## config.mk

```make
export PLATFORM = sky130hd
export DESIGN_NAME = ethernet_tx_pad_and_fcs
export DESIGN_NICKNAME = d
export VERILOG_FILES = /design/src/design/etx_pkg.sv /design/src/design/etx_crc_step.sv /design/src/design/ethernet_tx_pad_and_fcs.sv
export SDC_FILE = /design/constraint.sdc
export NUM_CORES = 1
export LEC_CHECK = 0
export ABC_AREA = 1
export BUFFER_PORTS_ARGS = -buffer_cell sky130_fd_sc_hd__buf_2
export CAP_MARGIN = 20
export CORE_ASPECT_RATIO = 0.7
export CORE_MARGIN = 2
export CORE_UTILIZATION = 40
export DETAILED_ROUTE_END_ITERATION = 12
export PLACE_DENSITY = 0.59
export SETUP_SLACK_MARGIN = 0.2
export SYNTH_ARGS = -nofsm -noshare
export SYNTH_HDL_FRONTEND = slang
export SYNTH_HIERARCHICAL = 1
export SYNTH_SLANG_ARGS = --single-unit
```

## constraint.sdc

```tcl
create_clock -name clock -period 3.04 [get_ports clock]
set_clock_uncertainty 0.2 [all_clocks]
set_input_delay 0.456 -clock clock [delete_from_list [all_inputs] [get_ports clock]]
set_output_delay 0.456 -clock clock [all_outputs]
set_load 0.005 [all_outputs]
```

## src/design/etx_pkg.sv

```systemverilog
// ----------------------------------------------------------------------------
// etx_pkg
// Shared constants for the Ethernet transmit pad and FCS block.
// ----------------------------------------------------------------------------
package etx_pkg;

   // Byte and counter widths
   localparam int BYTE_W         = 8;
   localparam int COUNT_W        = 12;
   localparam int MAX_W          = 11;
   localparam int PAD_W          = 6;
   localparam int CRC_W          = 32;
   localparam int STAT_WIDTH_DEF = 32;

   // CRC-32, reflected form
   localparam logic [CRC_W-1:0] CRC_POLY = 32'hEDB88320;
   localparam logic [CRC_W-1:0] CRC_SEED = 32'hFFFFFFFF;

   // Frame length limits in bytes, without FCS
   localparam logic [COUNT_W-1:0] MIN_FRAME  = 12'd60;
   localparam logic [COUNT_W-1:0] MIN_HEADER = 12'd14;
   localparam logic [COUNT_W-1:0] COUNT_MAX  = 12'd4095;
   localparam logic [MAX_W-1:0]   MAX_FRAME_RESET = 11'd1514;

   // FCS byte positions, least significant first
   localparam logic [1:0] FCS_BYTE0 = 2'd0;
   localparam logic [1:0] FCS_BYTE1 = 2'd1;
   localparam logic [1:0] FCS_BYTE2 = 2'd2;
   localparam logic [1:0] FCS_BYTE3 = 2'd3;

endpackage

```

## src/design/etx_crc_step.sv

```systemverilog
// ----------------------------------------------------------------------------
// etx_crc_step
// One-byte update of the reflected Ethernet CRC-32.
// ----------------------------------------------------------------------------
module etx_crc_step (
   input  logic [etx_pkg::CRC_W-1:0]  crc_cur,
   input  logic [etx_pkg::BYTE_W-1:0] data,
   output logic [etx_pkg::CRC_W-1:0]  crc_next
);
   import etx_pkg::*;

   // Fold in the byte, then shift out eight bits against the polynomial
   always_comb begin
      logic [CRC_W-1:0] c;
      c = crc_cur ^ {{(CRC_W-BYTE_W){1'b0}}, data};
      for (int i = 0; i < BYTE_W; i++) begin
         c = (c >> 1) ^ (c[0] ? CRC_POLY : '0);
      end
      crc_next = c;
   end

endmodule

```

## src/design/ethernet_tx_pad_and_fcs.sv

```systemverilog
// ----------------------------------------------------------------------------
// ethernet_tx_pad_and_fcs
// Passes frame bytes through, pads short frames to 60 bytes, appends the
// inverted CRC-32 as FCS and aborts frames of invalid length.
// ----------------------------------------------------------------------------
// An accepted byte is registered in the result slot and shown on the rsp side in the cycle after.
// Throughput: one byte per cycle through the frame body while rsp_tready is high.
// After the last byte of a good frame the req side is held while the pad bytes
// (0 to 46) and the four FCS bytes go out on the result stream.
// Reset: synchronous, active high; seeds the CRC, clears counters, tail state and the
// result slot, and loads max_frame_bytes with 1514.
module ethernet_tx_pad_and_fcs #(
   parameter int STAT_WIDTH = etx_pkg::STAT_WIDTH_DEF
) (
   input  logic        clock,
   input  logic        reset,
   // configuration
   input  logic        csr_wr_en,
   input  logic [etx_pkg::MAX_W-1:0] csr_wr_data,   // max_frame_bytes
   // input stream
   input  logic        req_tvalid,
   output logic        req_tready,
   input  logic [etx_pkg::BYTE_W-1:0] req_tdata,    // [7:0] data_byte
   input  logic        req_tlast,                   // frame_end
   // result stream
   output logic        rsp_tvalid,
   input  logic        rsp_tready,
   // out_byte, sent_total, dropped_total from bit 0 up, zero filled to bytes
   output logic [((etx_pkg::BYTE_W+2*STAT_WIDTH+7)/8)*8-1:0] rsp_tdata,
   output logic        rsp_tlast,                   // out_last
   output logic        rsp_tuser                    // frame_abort
);
   import etx_pkg::*;

   localparam int RSP_DATA_W = ((BYTE_W + 2*STAT_WIDTH + 7) / 8) * 8;

   // State
   logic [MAX_W-1:0]      max_ff, max_in;
   logic [CRC_W-1:0]      crc_ff, crc_in;
   logic [COUNT_W-1:0]    count_ff, count_in;
   logic [STAT_WIDTH-1:0] sent_ff, sent_in;
   logic [STAT_WIDTH-1:0] dropped_ff, dropped_in;
   logic                  tail_active_ff, tail_active_in;
   logic [PAD_W-1:0]      pad_left_ff, pad_left_in;
   logic [1:0]            fcs_idx_ff, fcs_idx_in;
   logic                  rsp_valid_ff, rsp_valid_in;
   logic [BYTE_W-1:0]     rsp_byte_ff, rsp_byte_in;
   logic                  rsp_last_ff, rsp_last_in;
   logic                  rsp_abort_ff, rsp_abort_in;

   // Datapath
   logic                  out_free;
   logic                  req_fire;
   logic                  tail_fire;
   logic [COUNT_W-1:0]    len;
   logic                  in_range;
   logic                  too_short;
   logic [COUNT_W-1:0]    pad_diff;
   logic [PAD_W-1:0]      pad_need;
   logic [BYTE_W-1:0]     crc_data;
   logic [CRC_W-1:0]      crc_next;
   logic [CRC_W-1:0]      fcs;
   logic [BYTE_W-1:0]     fcs_byte;

   // Handshake: the result slot empties or is empty, and no tail is running
   assign out_free   = !rsp_valid_ff || rsp_tready;
   assign req_tready = !tail_active_ff && out_free;
   assign req_fire   = req_tvalid && req_tready;
   assign tail_fire  = tail_active_ff && out_free;

   // Length of the frame including this byte, saturating
   assign len       = (count_ff == COUNT_MAX) ? count_ff : count_ff + 12'd1;
   assign in_range  = len <= {1'b0, max_ff};
   assign too_short = len < MIN_HEADER;
   assign pad_diff  = MIN_FRAME - len;
   assign pad_need  = (len < MIN_FRAME) ? pad_diff[PAD_W-1:0] : '0;

   // Shared CRC byte unit: frame byte in the body, zero during padding
   assign crc_data = tail_active_ff ? '0 : req_tdata;

   etx_crc_step u_crc (
      .crc_cur  (crc_ff),
      .data     (crc_data),
      .crc_next (crc_next)
   );

   // Select the FCS byte, least significant first
   assign fcs = ~crc_ff;
   always_comb begin
      case (fcs_idx_ff)
         FCS_BYTE0: fcs_byte = fcs[7:0];
         FCS_BYTE1: fcs_byte = fcs[15:8];
         FCS_BYTE2: fcs_byte = fcs[23:16];
         FCS_BYTE3: fcs_byte = fcs[31:24];
         default:   fcs_byte = fcs[7:0];
      endcase
   end

   // Next state and next result
   always_comb begin
      max_in         = csr_wr_en ? csr_wr_data : max_ff;
      crc_in         = crc_ff;
      count_in       = count_ff;
      sent_in        = sent_ff;
      dropped_in     = dropped_ff;
      tail_active_in = tail_active_ff;
      pad_left_in    = pad_left_ff;
      fcs_idx_in     = fcs_idx_ff;
      rsp_valid_in   = out_free ? 1'b0 : rsp_valid_ff;
      rsp_byte_in    = rsp_byte_ff;
      rsp_last_in    = rsp_last_ff;
      rsp_abort_in   = rsp_abort_ff;

      if (req_fire) begin
         count_in = len;
         if (!req_tlast) begin
            // body byte: pass it on, or swallow it past the maximum
            if (in_range) begin
               crc_in       = crc_next;
               rsp_valid_in = 1'b1;
               rsp_byte_in  = req_tdata;
               rsp_last_in  = 1'b0;
               rsp_abort_in = 1'b0;
            end
         end else if (too_short || !in_range) begin
            // bad length: abort the frame
            dropped_in   = dropped_ff + STAT_WIDTH'(1);
            rsp_valid_in = 1'b1;
            rsp_byte_in  = in_range ? req_tdata : '0;
            rsp_last_in  = 1'b1;
            rsp_abort_in = 1'b1;
            crc_in       = CRC_SEED;
            count_in     = '0;
         end else begin
            // good frame: send last byte, then start pad and FCS
            crc_in         = crc_next;
            sent_in        = sent_ff + STAT_WIDTH'(1);
            rsp_valid_in   = 1'b1;
            rsp_byte_in    = req_tdata;
            rsp_last_in    = 1'b0;
            rsp_abort_in   = 1'b0;
            count_in       = '0;
            tail_active_in = 1'b1;
            pad_left_in    = pad_need;
            fcs_idx_in     = FCS_BYTE0;
         end
      end else if (tail_fire) begin
         rsp_valid_in = 1'b1;
         rsp_abort_in = 1'b0;
         if (pad_left_ff != '0) begin
            // pad byte enters the CRC
            crc_in      = crc_next;
            rsp_byte_in = '0;
            rsp_last_in = 1'b0;
            pad_left_in = pad_left_ff - PAD_W'(1);
         end else begin
            // FCS byte; the fourth closes the frame
            rsp_byte_in = fcs_byte;
            rsp_last_in = (fcs_idx_ff == FCS_BYTE3);
            fcs_idx_in  = fcs_idx_ff + 2'd1;
            if (fcs_idx_ff == FCS_BYTE3) begin
               tail_active_in = 1'b0;
               crc_in         = CRC_SEED;
            end
         end
      end
   end

   // Control registers
   always_ff @(posedge clock) begin
      if (reset) begin
         max_ff         <= MAX_FRAME_RESET;
         crc_ff         <= CRC_SEED;
         count_ff       <= '0;
         sent_ff        <= '0;
         dropped_ff     <= '0;
         tail_active_ff <= 1'b0;
         pad_left_ff    <= '0;
         fcs_idx_ff     <= FCS_BYTE0;
         rsp_valid_ff   <= 1'b0;
      end else begin
         max_ff         <= max_in;
         crc_ff         <= crc_in;
         count_ff       <= count_in;
         sent_ff        <= sent_in;
         dropped_ff     <= dropped_in;
         tail_active_ff <= tail_active_in;
         pad_left_ff    <= pad_left_in;
         fcs_idx_ff     <= fcs_idx_in;
         rsp_valid_ff   <= rsp_valid_in;
      end
   end

   // Result payload
   always_ff @(posedge clock) begin
      rsp_byte_ff  <= rsp_byte_in;
      rsp_last_ff  <= rsp_last_in;
      rsp_abort_ff <= rsp_abort_in;
   end

   // Outputs; counters only move when the result slot is refilled
   assign rsp_tvalid = rsp_valid_ff;
   assign rsp_tdata  = RSP_DATA_W'({dropped_ff, sent_ff, rsp_byte_ff});
   assign rsp_tlast  = rsp_last_ff;
   assign rsp_tuser  = rsp_abort_ff;

   // Checks
   a_tail_blocks_input: assert property (@(posedge clock) disable iff (reset)
      tail_active_ff |-> !req_tready)
      else $error("input accepted during pad/FCS tail");

   a_abort_is_last: assert property (@(posedge clock) disable iff (reset)
      (rsp_tvalid && rsp_tuser) |-> rsp_tlast)
      else $error("abort flagged on a non-final byte");

   a_pad_only_in_tail: assert property (@(posedge clock) disable iff (reset)
      (pad_left_ff != '0) |-> tail_active_ff)
      else $error("pad count pending outside tail");

   a_crc_reseed: assert property (@(posedge clock) disable iff (reset)
      (tail_fire && pad_left_ff == '0 && fcs_idx_ff == FCS_BYTE3)
         |=> (crc_ff == CRC_SEED && count_ff == '0))
      else $error("CRC not reseeded after FCS");

   a_last_fcs_closes: assert property (@(posedge clock) disable iff (reset)
      (rsp_tvalid && rsp_tlast && !rsp_tuser) |-> !tail_active_ff)
      else $error("final FCS byte shown while tail still running");

endmodule
```

==> run summary <==
Detail Route Antenna Nets: 0
Drt total wl: 27700 um
Clock H-tree levels: 4
Overall Global Routing Usage: 22.9%
Synth area leader: dfxtp_1
I/O Buffers: 100
Min cycle time layout: 3.02 ns
Routability congestion estimate: 0.951
CP Data Required Time: 3.13 ns
Dpl cell area: 10400 um^2
Register share of total power: 36.3%
Total gr overflow: 0
Cell Chain, Critical Path: ha_4 -> nand2_4 -> nor2_4 -> nand3_4 -> buf_4 -> xor2_1 -> ha_1 -> inv_1 -> a21oi_1 -> o21ai_1 -> nand4_1 -> nand3_2 -> nand2_2 -> nand2_2 -> buf_6 -> inv_8 -> nand2_8 -> buf_16 -> nand2_1 -> a21oi_1
Area grow syn2layout: 24.0%
Hold Buf Count CTS: 0
Peak Freq: 331 MHz
Synth cell types: 43
Vias in the first global route: 8741
Sw Ratio: 31.6%
Delay of the slowest critical-path stage: 0.37 ns
Worst setup EP type: register
Hpwl dp: 19200 um
Die span in x: 186 um
# fillers: 2342
RSZ-0062 raised after global routing: true
Row count: 46
Internal power: 3.81 mW
DRT iter0 DRCs: 843
Cells after DPL: 1830
Syn_area_per_cell: 6.52 um^2
# clock sinks: 139
CP delay by family, top: simple AND/OR/NAND/NOR gates
HP Class: in -> reg
Die height: 131 um
Final Non-Filler Cells: 1871
Worst-path clk slew: 0.07 ns
Largest net degree at the start of global routing: 115
Finished Core Util: 50.7%
Fin crit share: 99.3%
Starting Density: 40.9%
Via/cell ratio: 5.13
Clock tree buffer depth: 2
Post-synth EDFFs: 10
Number of CTS-inserted buffers: 17
Fin. Hold Viols: 0
Initial antenna violation count: 0
Synth Register Bits: 139
Outcome: finished clean
Comb pwr share: 23.5%
Nets: 1590
Synth top area share: 27.9%
Most frequent cell after synthesis: nand2_1
DRT Pass-1 Iters: 5
Vias: 9595
Top Ports: 101
N_diodes: 0
R2R Setup Slk: 0.02 ns
Slew HR: 16.1%
Floorplan core area: 22700 um^2
Largest cells by area after synthesis: dfxtp_1, nand2_1, xor2_1
Net Sw Power: 1.76 mW
Post-synth top cells: nand2_1, nor2_1, dfxtp_1, a21oi_1, inv_1
Root Driver: clkbuf_16
Worst-path fanout max: 8
Slew Limit Fails: 0
Leak Pwr: 5.11 nW
Setup crit start kind: register
Share of layout cells above drive strength 1: 19.9%
WS Path Type: reg -> reg
Worst slew pin tran: 1.24 ns
Arrival @ worst endpoint: 3.11 ns
Final setup vio count: 0
Gate Count Post-Synth: 1421
Yosys warns: 6
Worst Path Buf+Inv: 5
Die area: 24400 um^2
Slowest-stage cell, CP: dfxtp_4
P per Cell Area: 485 nW/um^2
WL per Instance: 14.8 um
Global-route wire length before repair: 44900 um
WHS: 0.0383 ns
Drc violations: 0
Clock latency at the later pin of the worst-skew pair: 0.44 ns
Ys async rst share: 0%
Synth Net Count: 1465
Seq/Total Area, Yosys: 31.1%
Number of max-cap violations: 0
Design Power: 5.57 mW
Fin area: 11500 um^2
Clock Power Share: 40.2%
Peak supply drop: 0.432 mV
Mapped Area: 9270 um^2
CTS tree: built
Post-synth top flop: dfxtp_1
==> metrics by stage <==
stage / setup TNS [ns] / worst slack, ns
2_1_floorplan: 0 / 0.206
3_3_place_gp: -4.57 / -0.0866
3_5_place_dp: -9.01 / -0.184
4_1_cts: 0 / 0.0329
5_1_grt: -13.68 / -0.161
6_report: 0 / 0.0225
==> flip-flops by register name, summed over array words and instances, names as in the netlist, named ones only <==
signal,flops
rsp_byte_ff,8
tail_active_ff,1
pad_left_ff,6
fcs_idx_ff,2
count_ff,12
rsp_tlast,1
rsp_tuser,1
sent_ff,32
crc_ff,32
max_ff,11
dropped_ff,32
==> power groups by stage <==
stage / Combinational [mW] / Clock, mW / Sequential (mW)
after global routing: 1.47 / 2.35 / 2.03
after CTS: 1.29 / 2.28 / 2.02
after global placement: 1.26 / 0 / 2.06
after detailed placement: 1.27 / 0 / 2.06
final: 1.31 / 2.24 / 2.02
after floorplan: 0.977 / 0 / 2.04
==> layout make-up <==
class	instances	area (um^2)	area share, %
well taps	312	390	3.40
clock buffers	22	485	4.23
multi-input cells	1105	5940	51.7
repair buffers	157	1150	10.1
clock inverters	10	138	1.20
inverters	126	483	4.20
flip-flops and latches	139	2900	25.2
==> logic make-up (layout without fill, tap and decap cells) <==
kind of cell,after synthesis,in the layout,share of synthesized area [%]
flip-flops,139,139,31.1
adder cells (fa/ha/maj),19,19,2.57
buffers and inverters,177,315,7.99
AND/OR/NAND/NOR,787,787,36.4
AO/OA/AOI/OAI,188,188,11.1
XOR/XNOR,111,111,10.8
==> cell usage in the layout, fill, tap and decap left out, drive strengths merged <==
cell type,netlist,layout
nand2,496,496
a211oi,1,1
o22ai,9,9
nand3b,1,1
edfxtp,10,10
dfxtp,129,129
o21bai,2,2
inv,124,125
o311ai,8,8
buf,25,157
nand2b,1,1
xnor2,24,24
o31ai,9,9
clkinv,2,6
or2,4,4
a21oi,127,127
nand4,17,17
bufinv,0,3
ha,19,19
o21a,2,2
nor3,30,30
xor2,87,87
nand3,73,73
clkbuf,26,22
clkinvlp,0,2
nor2,153,153
nor4,12,12
a31oi,2,2
o21ai,26,26
a21o,2,2
==> worst min-delay path, cell delays in order <==
cell     delay (ns)
buf_2          0.07
a21oi_1        0.05
o21ai_0        0.06
==> repair_timing <==
item / in CTS / in global routing
gates resized for setup: 68 / 27
setup buffers: 4 / 1
gates cloned: 4 / 0
setup endpoints to repair: 126 / 126
pin swaps: 17 / 6
==> layer usage <==
metal  GRT usage, %  vias up  wire length (um)
met4           4.81        0               219
met3           4.85       22              1850
met1           34.8     4464             14200
li1               -     4817                 -
met2           32.7      292             11400
met5              0        -                 0
==> final timing paths <==
| check | start | end | depth (start not counted) |
|---|---|---|---|
| setup / recovery | count_ff[0] | sent_ff[3] | 20 |
| hold / removal | csr_wr_data[7] | max_ff[7] | 3 |
| setup reg to reg | count_ff[0] | sent_ff[3] | 20 |
| hold reg to reg | max_ff[8] | max_ff[8] | 2 |
Power figures use the tool's default switching activity.
